$ cat config.mk
export PLATFORM = sky130hd
export DESIGN_NAME = key_debounce_click_repeat
export DESIGN_NICKNAME = d
export VERILOG_FILES = /design/src/rtl/kdcr_pkg.sv /design/src/rtl/kdcr_core.sv /design/src/rtl/kdcr_out_buf.sv /design/src/rtl/key_debounce_click_repeat.sv
export SDC_FILE = /design/constraint.sdc
export NUM_CORES = 1
export LEC_CHECK = 0
export BUFFER_PORTS_ARGS = -buffer_cell sky130_fd_sc_hd__buf_2
export CELL_PAD_IN_SITES_DETAIL_PLACEMENT = 1
export CELL_PAD_IN_SITES_GLOBAL_PLACEMENT = 2
export CORE_ASPECT_RATIO = 0.5
export CORE_MARGIN = 3
export CORE_UTILIZATION = 30
export CTS_CLUSTER_SIZE = 20
export DETAILED_ROUTE_END_ITERATION = 7
export GPL_TIMING_DRIVEN = 0
export PLACE_DENSITY_LB_ADDON = 0.1
export SYNTH_ARGS = -nofsm -noshare
export SYNTH_HDL_FRONTEND = slang
export SYNTH_SLANG_ARGS = --single-unit
$ cat constraint.sdc
create_clock -name clock -period 8.65 [get_ports clock]
set_input_delay 2.595 -clock clock [delete_from_list [all_inputs] [get_ports clock]]
set_output_delay 2.595 -clock clock [all_outputs]
set_load 0.05 [all_outputs]
$ cat src/rtl/kdcr_pkg.sv
// Shared types, constants and register codes for the key debounce block.
package kdcr_pkg;

   // Running time width default
   localparam int TIME_BITS_DEFAULT = 32;

   // Configuration port geometry
   localparam int CSR_INDEX_BITS = 3;
   localparam int CSR_DATA_BITS  = 16;

   // Register indexes
   localparam logic [CSR_INDEX_BITS-1:0] REG_RECHECK_INTERVAL    = 3'd0;
   localparam logic [CSR_INDEX_BITS-1:0] REG_KEY_ID              = 3'd1;
   localparam logic [CSR_INDEX_BITS-1:0] REG_DEBOUNCE_TIME       = 3'd2;
   localparam logic [CSR_INDEX_BITS-1:0] REG_LONG_PRESS_TIME     = 3'd3;
   localparam logic [CSR_INDEX_BITS-1:0] REG_REPEAT_PERIOD       = 3'd4;
   localparam logic [CSR_INDEX_BITS-1:0] REG_DOUBLE_CLICK_WINDOW = 3'd5;

   // Register reset values
   localparam logic [15:0] RECHECK_INTERVAL_RESET    = 16'd0;
   localparam logic [7:0]  KEY_ID_RESET              = 8'd0;
   localparam logic [7:0]  DEBOUNCE_TIME_RESET       = 8'd20;
   localparam logic [15:0] LONG_PRESS_TIME_RESET     = 16'd400;
   localparam logic [7:0]  REPEAT_PERIOD_RESET       = 8'd80;
   localparam logic [15:0] DOUBLE_CLICK_WINDOW_RESET = 16'd200;

   // Counter saturation limits
   localparam logic [15:0] PRESS_TIME_MAX   = 16'hFFFF;
   localparam logic [7:0]  RELEASE_TIME_MAX = 8'hFF;
   localparam logic [8:0]  REPEAT_TIME_MAX  = 9'h1FF;

   // One result item
   typedef struct packed {
      logic [7:0] event_key;
      logic       down_event;
      logic       double_click_event;
      logic       repeat_event;
      logic       up_event;
      logic       held;
      logic       released;
   } rsp_type;

endpackage

$ cat src/rtl/kdcr_core.sv
// Key state registers, configuration registers and the per-scan update logic.
module kdcr_core #(
   parameter int TIME_BITS = kdcr_pkg::TIME_BITS_DEFAULT
) (
   input  logic                                clock,
   input  logic                                reset,
   input  logic                                csr_we,
   input  logic [kdcr_pkg::CSR_INDEX_BITS-1:0] csr_index,
   input  logic [kdcr_pkg::CSR_DATA_BITS-1:0]  csr_wdata,
   input  logic                                step,
   input  logic [7:0]                          scan_interval,
   input  logic                                key_pressed,
   output kdcr_pkg::rsp_type                   result
);

   // Configuration registers
   logic [15:0] recheck_ff;
   logic [7:0]  key_id_ff;
   logic [7:0]  debounce_ff;
   logic [15:0] long_press_ff;
   logic [7:0]  period_ff;
   logic [15:0] window_ff;

   // Key state registers
   logic [TIME_BITS-1:0] time_ff, time_in;
   logic [15:0]          press_ff, press_in;
   logic [7:0]           release_ff, release_in;
   logic [8:0]           repeat_ff, repeat_in;
   logic                 phase_ff, phase_in;
   logic [TIME_BITS-1:0] start_ff, start_in;
   logic [TIME_BITS-1:0] end_ff, end_in;
   logic                 held_ff, held_in;
   logic                 long_ff, long_in;
   logic                 released_ff, released_in;

   // Intermediate sums and flags
   logic [16:0]          press_sum;
   logic [15:0]          press_sat;
   logic [8:0]           release_sum;
   logic [7:0]           release_sat;
   logic [9:0]           repeat_sum;
   logic [8:0]           repeat_sat;
   logic [TIME_BITS-1:0] gap;
   logic                 down, dbl, rep, up;

   // Write configuration registers
   always_ff @(posedge clock) begin
      if (reset) begin
         recheck_ff    <= kdcr_pkg::RECHECK_INTERVAL_RESET;
         key_id_ff     <= kdcr_pkg::KEY_ID_RESET;
         debounce_ff   <= kdcr_pkg::DEBOUNCE_TIME_RESET;
         long_press_ff <= kdcr_pkg::LONG_PRESS_TIME_RESET;
         period_ff     <= kdcr_pkg::REPEAT_PERIOD_RESET;
         window_ff     <= kdcr_pkg::DOUBLE_CLICK_WINDOW_RESET;
      end else if (csr_we) begin
         unique case (csr_index)
            kdcr_pkg::REG_RECHECK_INTERVAL:    recheck_ff    <= csr_wdata;
            kdcr_pkg::REG_KEY_ID:              key_id_ff     <= csr_wdata[7:0];
            kdcr_pkg::REG_DEBOUNCE_TIME:       debounce_ff   <= csr_wdata[7:0];
            kdcr_pkg::REG_LONG_PRESS_TIME:     long_press_ff <= csr_wdata;
            kdcr_pkg::REG_REPEAT_PERIOD:       period_ff     <= csr_wdata[7:0];
            kdcr_pkg::REG_DOUBLE_CLICK_WINDOW: window_ff     <= csr_wdata;
            default: ;
         endcase
      end
   end

   // Saturating counter sums
   assign press_sum   = {1'b0, press_ff} + {9'b0, scan_interval};
   assign press_sat   = press_sum[16] ? kdcr_pkg::PRESS_TIME_MAX : press_sum[15:0];
   assign release_sum = {1'b0, release_ff} + {1'b0, scan_interval};
   assign release_sat = release_sum[8] ? kdcr_pkg::RELEASE_TIME_MAX : release_sum[7:0];

   // Compute next state and event flags for one scan
   always_comb begin
      time_in     = time_ff + TIME_BITS'(scan_interval);
      press_in    = press_ff;
      release_in  = release_ff;
      repeat_in   = repeat_ff;
      phase_in    = phase_ff;
      start_in    = start_ff;
      end_in      = end_ff;
      held_in     = held_ff;
      long_in     = long_ff;
      released_in = released_ff;
      gap         = '0;
      repeat_sum  = '0;
      repeat_sat  = '0;
      down        = 1'b0;
      dbl         = 1'b0;
      rep         = 1'b0;
      up          = 1'b0;
      if (key_pressed) begin
         press_in = press_sat;
         // accept a debounced press and stamp it
         if (press_sat >= {8'b0, debounce_ff} && !held_ff) begin
            held_in     = 1'b1;
            released_in = 1'b0;
            release_in  = '0;
            phase_in    = ~phase_ff;
            if (!phase_ff) begin
               start_in = time_in;
            end else begin
               end_in = time_in;
            end
            if (end_in > start_in) begin
               gap = end_in - start_in;
            end else begin
               gap = start_in - end_in;
            end
            down = (gap != '0) && (gap > TIME_BITS'(recheck_ff));
            dbl  = (gap != '0) && (gap < TIME_BITS'(window_ff));
         end
         if (press_sat >= long_press_ff) begin
            long_in = 1'b1;
         end
         // advance the repeat counter while long pressed
         if (long_in) begin
            repeat_sum = {1'b0, repeat_ff} + {2'b0, scan_interval};
            repeat_sat = (repeat_sum > {1'b0, kdcr_pkg::REPEAT_TIME_MAX}) ?
                         kdcr_pkg::REPEAT_TIME_MAX : repeat_sum[8:0];
            if (repeat_sat >= {1'b0, period_ff}) begin
               rep       = 1'b1;
               repeat_in = '0;
            end else begin
               repeat_in = repeat_sat;
            end
         end
      end else begin
         // accept a debounced release and drop the press state
         if (release_sat >= debounce_ff) begin
            release_in  = debounce_ff;
            released_in = 1'b1;
            up          = held_ff;
            press_in    = '0;
            repeat_in   = '0;
            held_in     = 1'b0;
            long_in     = 1'b0;
         end else begin
            release_in = release_sat;
         end
      end
   end

   // Update key state on each accepted scan
   always_ff @(posedge clock) begin
      if (reset) begin
         time_ff     <= '0;
         press_ff    <= '0;
         release_ff  <= '0;
         repeat_ff   <= '0;
         phase_ff    <= 1'b0;
         start_ff    <= '0;
         end_ff      <= '0;
         held_ff     <= 1'b0;
         long_ff     <= 1'b0;
         released_ff <= 1'b0;
      end else if (step) begin
         time_ff     <= time_in;
         press_ff    <= press_in;
         release_ff  <= release_in;
         repeat_ff   <= repeat_in;
         phase_ff    <= phase_in;
         start_ff    <= start_in;
         end_ff      <= end_in;
         held_ff     <= held_in;
         long_ff     <= long_in;
         released_ff <= released_in;
      end
   end

   // Assemble the result item
   always_comb begin
      result.event_key          = key_id_ff;
      result.down_event         = down;
      result.double_click_event = dbl;
      result.repeat_event       = rep;
      result.up_event           = up;
      result.held               = held_in;
      result.released           = released_in;
   end

endmodule

$ cat src/rtl/kdcr_out_buf.sv
// Two-entry result buffer that decouples the scan side from the receiver.
module kdcr_out_buf (
   input  logic              clock,
   input  logic              reset,
   input  logic              push,
   input  kdcr_pkg::rsp_type push_data,
   output logic              not_full,
   output logic              pop_valid,
   input  logic              pop_ready,
   output kdcr_pkg::rsp_type pop_data
);

   kdcr_pkg::rsp_type entry_ff [2];
   logic              wr_ptr_ff, wr_ptr_in;
   logic              rd_ptr_ff, rd_ptr_in;
   logic [1:0]        count_ff, count_in;
   logic              pop;

   assign not_full  = (count_ff != 2'd2);
   assign pop_valid = (count_ff != 2'd0);
   assign pop       = pop_valid && pop_ready;
   assign pop_data  = entry_ff[rd_ptr_ff];

   // Advance pointers and occupancy
   always_comb begin
      wr_ptr_in = push ? ~wr_ptr_ff : wr_ptr_ff;
      rd_ptr_in = pop ? ~rd_ptr_ff : rd_ptr_ff;
      count_in  = count_ff + {1'b0, push} - {1'b0, pop};
   end

   always_ff @(posedge clock) begin
      if (reset) begin
         wr_ptr_ff <= 1'b0;
         rd_ptr_ff <= 1'b0;
         count_ff  <= 2'd0;
      end else begin
         wr_ptr_ff <= wr_ptr_in;
         rd_ptr_ff <= rd_ptr_in;
         count_ff  <= count_in;
      end
   end

   // Hold result payloads
   always_ff @(posedge clock) begin
      if (push) begin
         entry_ff[wr_ptr_ff] <= push_data;
      end
   end

endmodule

$ cat src/rtl/key_debounce_click_repeat.sv
// Top level of the debounced key with double click and long-press repeat.
//
// Each transfer on the req_ channel is one scan of the key: the time elapsed
// since the previous scan and the raw pressed level. Each scan yields exactly
// one transfer on the rsp_ channel carrying the key id, the down,
// double-click, repeat and up flags, and the debounced held and released
// levels after that scan.
// The scan is folded into the key state in the cycle it is accepted and its
// result is written to a two-entry output buffer, from which it is offered
// on rsp_. One scan is taken every cycle while the buffer has room; req_ready
// drops only while both buffer entries wait on the receiver, and rises again
// in the cycle after one of them is taken.
// Reset clears the running time, the counters, the press stamps and the
// buffer, and loads the register defaults (debounce 20, long press 400,
// repeat 80, double-click window 200, re-check 0, key id 0). The user writes
// registers through csr_we, csr_index and csr_wdata only while the block is
// idle, unenforced by the block; writes to an index above five are ignored.
module key_debounce_click_repeat #(
   parameter int TIME_BITS = kdcr_pkg::TIME_BITS_DEFAULT
) (
   input  logic                                clock,
   input  logic                                reset,
   input  logic                                csr_we,
   input  logic [kdcr_pkg::CSR_INDEX_BITS-1:0] csr_index,
   input  logic [kdcr_pkg::CSR_DATA_BITS-1:0]  csr_wdata,
   input  logic                                req_valid,
   output logic                                req_ready,
   input  logic [7:0]                          req_scan_interval,
   input  logic                                req_key_pressed,
   output logic                                rsp_valid,
   input  logic                                rsp_ready,
   output logic [7:0]                          rsp_event_key,
   output logic                                rsp_down_event,
   output logic                                rsp_double_click_event,
   output logic                                rsp_repeat_event,
   output logic                                rsp_up_event,
   output logic                                rsp_held,
   output logic                                rsp_released
);

   logic              step;
   kdcr_pkg::rsp_type result;
   kdcr_pkg::rsp_type rsp_data;

   // Take a scan whenever one is offered and the buffer has room
   assign step = req_valid && req_ready;

   kdcr_core #(
      .TIME_BITS(TIME_BITS)
   ) u_core (
      .clock         (clock),
      .reset         (reset),
      .csr_we        (csr_we),
      .csr_index     (csr_index),
      .csr_wdata     (csr_wdata),
      .step          (step),
      .scan_interval (req_scan_interval),
      .key_pressed   (req_key_pressed),
      .result        (result)
   );

   kdcr_out_buf u_out_buf (
      .clock     (clock),
      .reset     (reset),
      .push      (step),
      .push_data (result),
      .not_full  (req_ready),
      .pop_valid (rsp_valid),
      .pop_ready (rsp_ready),
      .pop_data  (rsp_data)
   );

   // Unpack the result item onto its ports
   assign rsp_event_key          = rsp_data.event_key;
   assign rsp_down_event         = rsp_data.down_event;
   assign rsp_double_click_event = rsp_data.double_click_event;
   assign rsp_repeat_event       = rsp_data.repeat_event;
   assign rsp_up_event           = rsp_data.up_event;
   assign rsp_held               = rsp_data.held;
   assign rsp_released           = rsp_data.released;

endmodule

==> summary.md, run 1 <==
| Metric | Value |
|---|---|
| Detailed-router iteration count before antenna repair | 5 |
| FF+latch area | 5045 um^2 |
| Worst Tran Pin Value | 1186 ps |
| Setup TNS | 0 ps |
| DRC | 0 |
| Crit path max-delay cell type | or3_1 |
| Fin. max-slew vios | 0 |
| Area of the core | 56480 um^2 |
| Area leader, netlist | dfxtp_1 |
| Most frequent cells after synthesis | 221 x nand2_1, 211 x a21oi_1, 210 x dfxtp_1 |
| Fmax achieved | 0.1186 GHz |
| Power per cell area | 347.0 nW/um^2 |
| CP max FO | 10 |
| Final instance area | 21390 um^2 |
| Die width | 347.0 um |
| Seq cells post-synth | 238 |
| Sequential-to-total area share from yosys stat | 0.2893 |
| Routed vias/inst | 5.372 |
| Peak supply drop | 0.0001482 V |
| IO Count | 49 |
| Initial antenna violation count | 1 |
| Post-Synthesis Cells | 2195 |
| Leading post-synthesis cells by cell area | dfxtp_1 24%, ha_1 12%, a21oi_1 6.1% |
| DRT iter0 DRCs | 885 |
| Multi-input gate area | 12360 um^2 |
| Slew HR | 0.1968 |
| Max cap viols | 0 |
| Async SR Flop Fraction | 0 |
| DR vias | 16770 |
| Final setup margin | 215.4 ps |
| Initial core utilization | 0.3088 |
| Crit Path Class | input port to flip-flop |
| TritonCTS clock tree | built |
| Critical Path RT | 8870 ps |
| CTS buffer count | 26 |
| CP arrival | 8650 ps |
| Status | finished, final reports clean |
| # port buffers | 45 |
| Die Footprint | 61240 um^2 |
| Largest net degree at the start of global routing | 15 |
| Place WS | -2319 ps |
| Synth Flop Type | dfxtp_1 |
| Clock Path Buffers | 3 |
| Site Rows | 61 |
| Clk_lat worst skew | 580 ps |
| Sink Count | 238 |
| Root buffer cell | clkbuf_16 |
| Final number of setup-violating endpoints | 0 |
| Static Leak | 8.652 nW |
| Die height | 176.5 um |
| Hold Crit Class | flip-flop to flip-flop |
| Max Clock Skew | 30.39 ps |
| Post-synthesis cell area | 17440 um^2 |
| Layout fillers | 6729 |
| Fin. Hold Viols | 0 |
| RSZ-0062 raised after global routing | true |
| Total power draw | 7.422 mW |
| Synth top area share | 0.2411 |
| Syn Nets | 2402 |
| Ys Warns | 0 |
| Fin nets | 2552 |
| WL final | 69790 um |
| Antenna-violating nets left | 0 |
| Crit start category | input port |
| Fin crit share | 0.9751 |
| Area growth syn-to-layout | 22.63% |
| Crit path largest cell delay | 410 ps |
| Overflow after GRT | 0 |
| Drt wl/cell | 22.36 um |
| Netlist cell types | 82 |
| Routability cong. | 0.8333 |
| Share of layout cells above drive strength 1 | 0.1696 |
| Post-DP HPWL | 53790 um |
| Syn Area/Cell | 7.945 um^2 |
| First-pass GRT wire length | 103500 um |
| EDFF count, synth | 28 |
| Placed inst area | 18630 um^2 |
| Most numerous cell in the Yosys netlist | nand2_1 |
| Worst setup EP type | flip-flop |
| Vias in the first global route | 16580 |
| Inserted Diodes | 0 |
| Fin util | 0.3786 |
| Clk slew on worst S/H paths | 60 ps |
| Htree depth | 1 |
| Total Routing Usage GR | 0.2200 |
| Clock period minus worst slack | 8435 ps |
## flip-flops by register name (all words and copies together), names as in the netlist, named ones only
signal,flops
u_core.released_ff,1
u_core.phase_ff,1
u_core.press_ff,16
u_core.window_ff,16
u_out_buf.rd_ptr_ff,1
u_core.recheck_ff,16
u_core.key_id_ff,8
u_core.long_ff,1
u_core.time_ff,32
u_out_buf.entry_ff,28
u_core.held_ff,1
u_out_buf.wr_ptr_ff,1
u_core.repeat_ff,9
u_core.period_ff,8
u_core.debounce_ff,8
u_core.release_ff,8
u_core.end_ff,32
u_out_buf.count_ff,2
u_core.long_press_ff,16
u_core.start_ff,32
## power breakdown
group	switching (mW)	leakage, nW	total (mW)	internal [mW]
Combinational	2.98	6.26	4.97	2.00
Clock	0.510	0.416	1.18	0.670
Sequential	0.0543	1.97	1.27	1.22
Total	3.54	8.65	7.42	3.88
## cells by family (layout without fill, tap and decap cells)
group	count (synthesis)	count (layout)	share of synthesized area
AND/OR/NAND/NOR	697	697	0.1889
AO/OA/AOI/OAI	619	619	0.2282
buffers and inverters	286	456	0.06565
flip-flops	238	238	0.2893
adder cells (fa/ha/maj)	174	174	0.1274
multiplexers	100	100	0.05991
XOR/XNOR	81	81	0.04068
## placed cells by master (no fill, tap or decap), types with 21 or more instances in the layout
master     instances
nand2_1          218
dfxtp_1          210
a21oi_1          195
nor2_1           167
inv_1            161
ha_1             151
o21ai_0           84
buf_4             76
clkbuf_1          74
a21o_1            70
nor3_1            56
nand3_1           53
buf_2             52
mux2i_1           48
a211oi_1          45
xnor2_1           34
mux2_2            33
edfxtp_1          28
xor2_1            27
nand4_1           26
o21a_1            26
clkbuf_16         26
nor2b_1           23
nand2b_1          21
## area by class of cell
type	instances	share of cell area
flip-flops and latches	238	0.2359
clock buffers	28	0.03077
multi-input cells	1671	0.5778
inverters	167	0.02949
well taps	756	0.04423
plain buffers	116	0.02908
clock inverters	20	0.009771
repair buffers	125	0.04294
## metal layers
metal | up-vias | routed length (um) | global-route usage
met5 | - | 0 | 0
met4 | 0 | 689 | 0.02821
met3 | 52 | 2030 | 0.02283
met2 | 229 | 31750 | 0.3576
met1 | 8361 | 35320 | 0.3220
li1 | 8125 | - | -
## final timing paths
| path | to | depth (start not counted) | slack, ps | start |
|---|---|---|---|---|
| hold reg to reg | u_core.long_press_ff[9] | 2 | 450 | u_core.long_press_ff[9] |
| setup reg to reg | u_out_buf.entry_ff[1][4] | 30 | 1550 | u_core.time_ff[10] |
| hold / removal | u_core.long_press_ff[9] | 2 | 450 | u_core.long_press_ff[9] |
| setup / recovery | u_out_buf.entry_ff[1][5] | 34 | 220 | req_scan_interval[0] |
## stage by stage
step,hold slack (ps),instances
finish,454.5,3121
global route,474.6,3121
CTS,457.2,3090
detailed placement,447.4,2996
global placement,440.9,2996
floorplan,424.9,2195
## critical path: cells and delay by family
family                   cells  cell delay [ps]
buffers and inverters        6              800
AO/OA/AOI/OAI               13             2110
XOR/XNOR                     1              220
AND/OR/NAND/NOR              9             1630
multiplexers                 1               90
adder cells (fa/ha/maj)      4             1170
## timing repair
action                                  4_1_cts  5_1_grt
hold buffers                                  0        0
gates resized for setup                     126      146
cloned                                        1        0
endpoints found under the hold margin         0        0
endpoints found under the setup margin        4        4
pin swaps                                    39       72
setup buffers                                46       33
(Power assumes the default switching activity.)
==> run 2, diff against run 1 <==
- CORE_ASPECT_RATIO: 0.5 -> 1.1
- CORE_UTILIZATION: 30 -> 42
- clock period: 8.65 -> 10.8 ns (I/O delays scaled with it)
==> run 2 against run 1 <==
Via count down 0.91%. Critical path type unchanged. Utilization grew 10 points. Sequential power fell by 20%. Clock skew is 20 ps lower. Power decreased by 29%. Highest routed layer unchanged. Global-route usage increased by 6.0 points.
==> summary.md, run 2 (synthesis gave the netlist of run 1 again) <==
| Metric | Value |
|---|---|
| Max cap viols | 0 |
| Static Leak | 8.104 nW |
| Fmax achieved | 0.09639 GHz |
| Multi-input gate area | 11350 um^2 |
| Initial antenna violation count | 0 |
| Placed inst area | 18390 um^2 |
| DRC | 0 |
| Crit start category | input port |
| DRT iter0 DRCs | 944 |
| Antenna-violating nets left | 0 |
| # port buffers | 45 |
| Initial core utilization | 0.4300 |
| Worst r2r dst | u_out_buf.entry_ff[1][5] |
| Setup TNS | 0 ps |
| Final std cells w/o fill | 2845 |
| Top Registers | u_core.end_ff: 32 flops, u_core.start_ff: 32 flops, u_core.time_ff: 32 flops |
| Drt wl/cell | 22.08 um |
| Clock period minus worst slack | 10370 ps |
| Share of layout cells above drive strength 1 | 0.08857 |
| Area of the core | 40560 um^2 |
| Peak supply drop | 0.0001844 V |
| Detailed-router iteration count before antenna repair | 5 |
| Most common cell on crit path | a21o_1 |
| Sink Count | 238 |
| Most frequent cells in the layout | 220 x nand2_1, 210 x dfxtp_1, 209 x a21oi_1, 172 x nor2_1, 167 x ha_1 |
| Fin. max-slew vios | 0 |
| Critical Path RT | 11050 ps |
| Post-DP HPWL | 49590 um |
| Crit path largest cell delay | 480 ps |
| Overflow after GRT | 0 |
| First-pass GRT wire length | 98480 um |
| Worst Tran Pin Value | 1114 ps |
| Area growth syn-to-layout | 11.21% |
| Max Clock Skew | 9.929 ps |
| Reg2Reg Depth | 33 |
| FF+latch area | 5045 um^2 |
| Clock Path Buffers | 3 |
| Setup crit start | req_scan_interval[1] |
| Fin nets | 2479 |
| Final instance area | 19390 um^2 |
| Clk_lat worst skew | 550 ps |
| R2R Path Start | u_core.time_ff[1] |
| Clk slew on worst S/H paths | 60 ps |
| Routed vias/inst | 5.840 |
| Largest net degree at the start of global routing | 15 |
| Status | finished, final reports clean |
| Total Routing Usage GR | 0.2805 |
| Hold_sp | u_core.recheck_ff[12] |
| Site Rows | 77 |
| Worst setup EP type | flip-flop |
| Final number of setup-violating endpoints | 0 |
| WL final | 62810 um |
| Die height | 219.7 um |
| Root buffer cell | clkbuf_16 |
| Routability cong. | 0.8984 |
| CP arrival | 10620 ps |
| Power per cell area | 273.1 nW/um^2 |
| Crit Path Class | input port to flip-flop |
| Htree depth | 1 |
| Flop2flop setup slack | 3010 ps |
| Crit path max-delay cell type | o21ai_1 |
| Inserted Diodes | 0 |
| Hold Path End | u_core.recheck_ff[12] |
| CTS buffer count | 27 |
| Vias in the first global route | 17070 |
| Worst hold margin | 455.2 ps |
| Worst Hold Depth | 2 |
| Hold Crit Class | flip-flop to flip-flop |
| TritonCTS clock tree | built |
| DR vias | 16610 |
| Slew HR | 0.2515 |
| IO Count | 49 |
| Cell total after placement | 2795 |
| Layout fillers | 4924 |
| Die Footprint | 44010 um^2 |
| Die width | 200.3 um |
| CP max FO | 10 |
| Commonest non-fill, non-tap cell in the layout | nand2_1 |
| Fin. Hold Viols | 0 |
| Fin crit share | 0.9606 |
[run 2: changes by cell type in the layout (fill, tap and decap cells not counted), moves of 14 or more]
cell,delta
a21oi_1,+14
mux2i_1,+15
ha_1,+16
buf_4,-70
buf_2,+14
ha_4,-16
xnor2_1,+14
[run 2: worst max-delay path, delay by kind of cell]
kind            cells  cell delay [ps]
compound gates     20             4180
xor+xnor            1              200
fa+ha+maj           3              900
buf+inv             4              950
mux                 1              290
simple gates        5              820
[run 2: cell type report]
type / count / area share
Buffer: 118 / 0.02703
Clock buffer: 42 / 0.04142
Clock inverter: 7 / 0.004645
Inverter: 167 / 0.03232
Multi-Input combinational cell: 1671 / 0.5851
Sequential cell: 238 / 0.2601
Tap cell: 553 / 0.03568
Timing Repair Buffer: 49 / 0.01368
[run 2: through the flow]
stage	setup WS [ps]	utilization	power (mW)
2_1_floorplan	1371	-	3.354
3_3_place_gp	-950.1	0.4526	4.157
3_5_place_dp	-1033	0.4533	4.269
4_1_cts	70.85	0.4754	5.240
5_1_grt	-35.72	0.4781	5.688
6_report	425.1	0.4781	5.297
[run 2: worst max-delay path by stage]
| stage | endpoint | cells past startpoint |
|---|---|---|
| after floorplan | u_out_buf.entry_ff[0][4] | 32 |
| after global placement | u_out_buf.entry_ff[0][4] | 33 |
| after detailed placement | u_out_buf.entry_ff[1][4] | 33 |
| after CTS | u_out_buf.entry_ff[0][4] | 32 |
| after global routing | u_out_buf.entry_ff[1][5] | 35 |
| final | u_out_buf.entry_ff[1][5] | 34 |
[run 2: layer usage]
metal / routed length [um] / global-route usage / vias to the layer above
li1: - / - / 7969
met5: 0 / 0 / -
met1: 30630 / 0.3998 / 8248
met4: 1198 / 0.06161 / 0
met2: 28610 / 0.4664 / 332
met3: 2368 / 0.02260 / 65
[run 2: repair_timing]
item                                    CTS  global route
endpoints found under the setup margin    4             4
pin swaps                                 0             2
buffers inserted                          0             2
resized for setup                         4            28
hold buffers                              0             0
[run 2: report_power, final]
group / internal (mW) / switching (mW)
combinational: 1.26 / 2.07
clock: 0.558 / 0.392
sequential: 0.974 / 0.0437
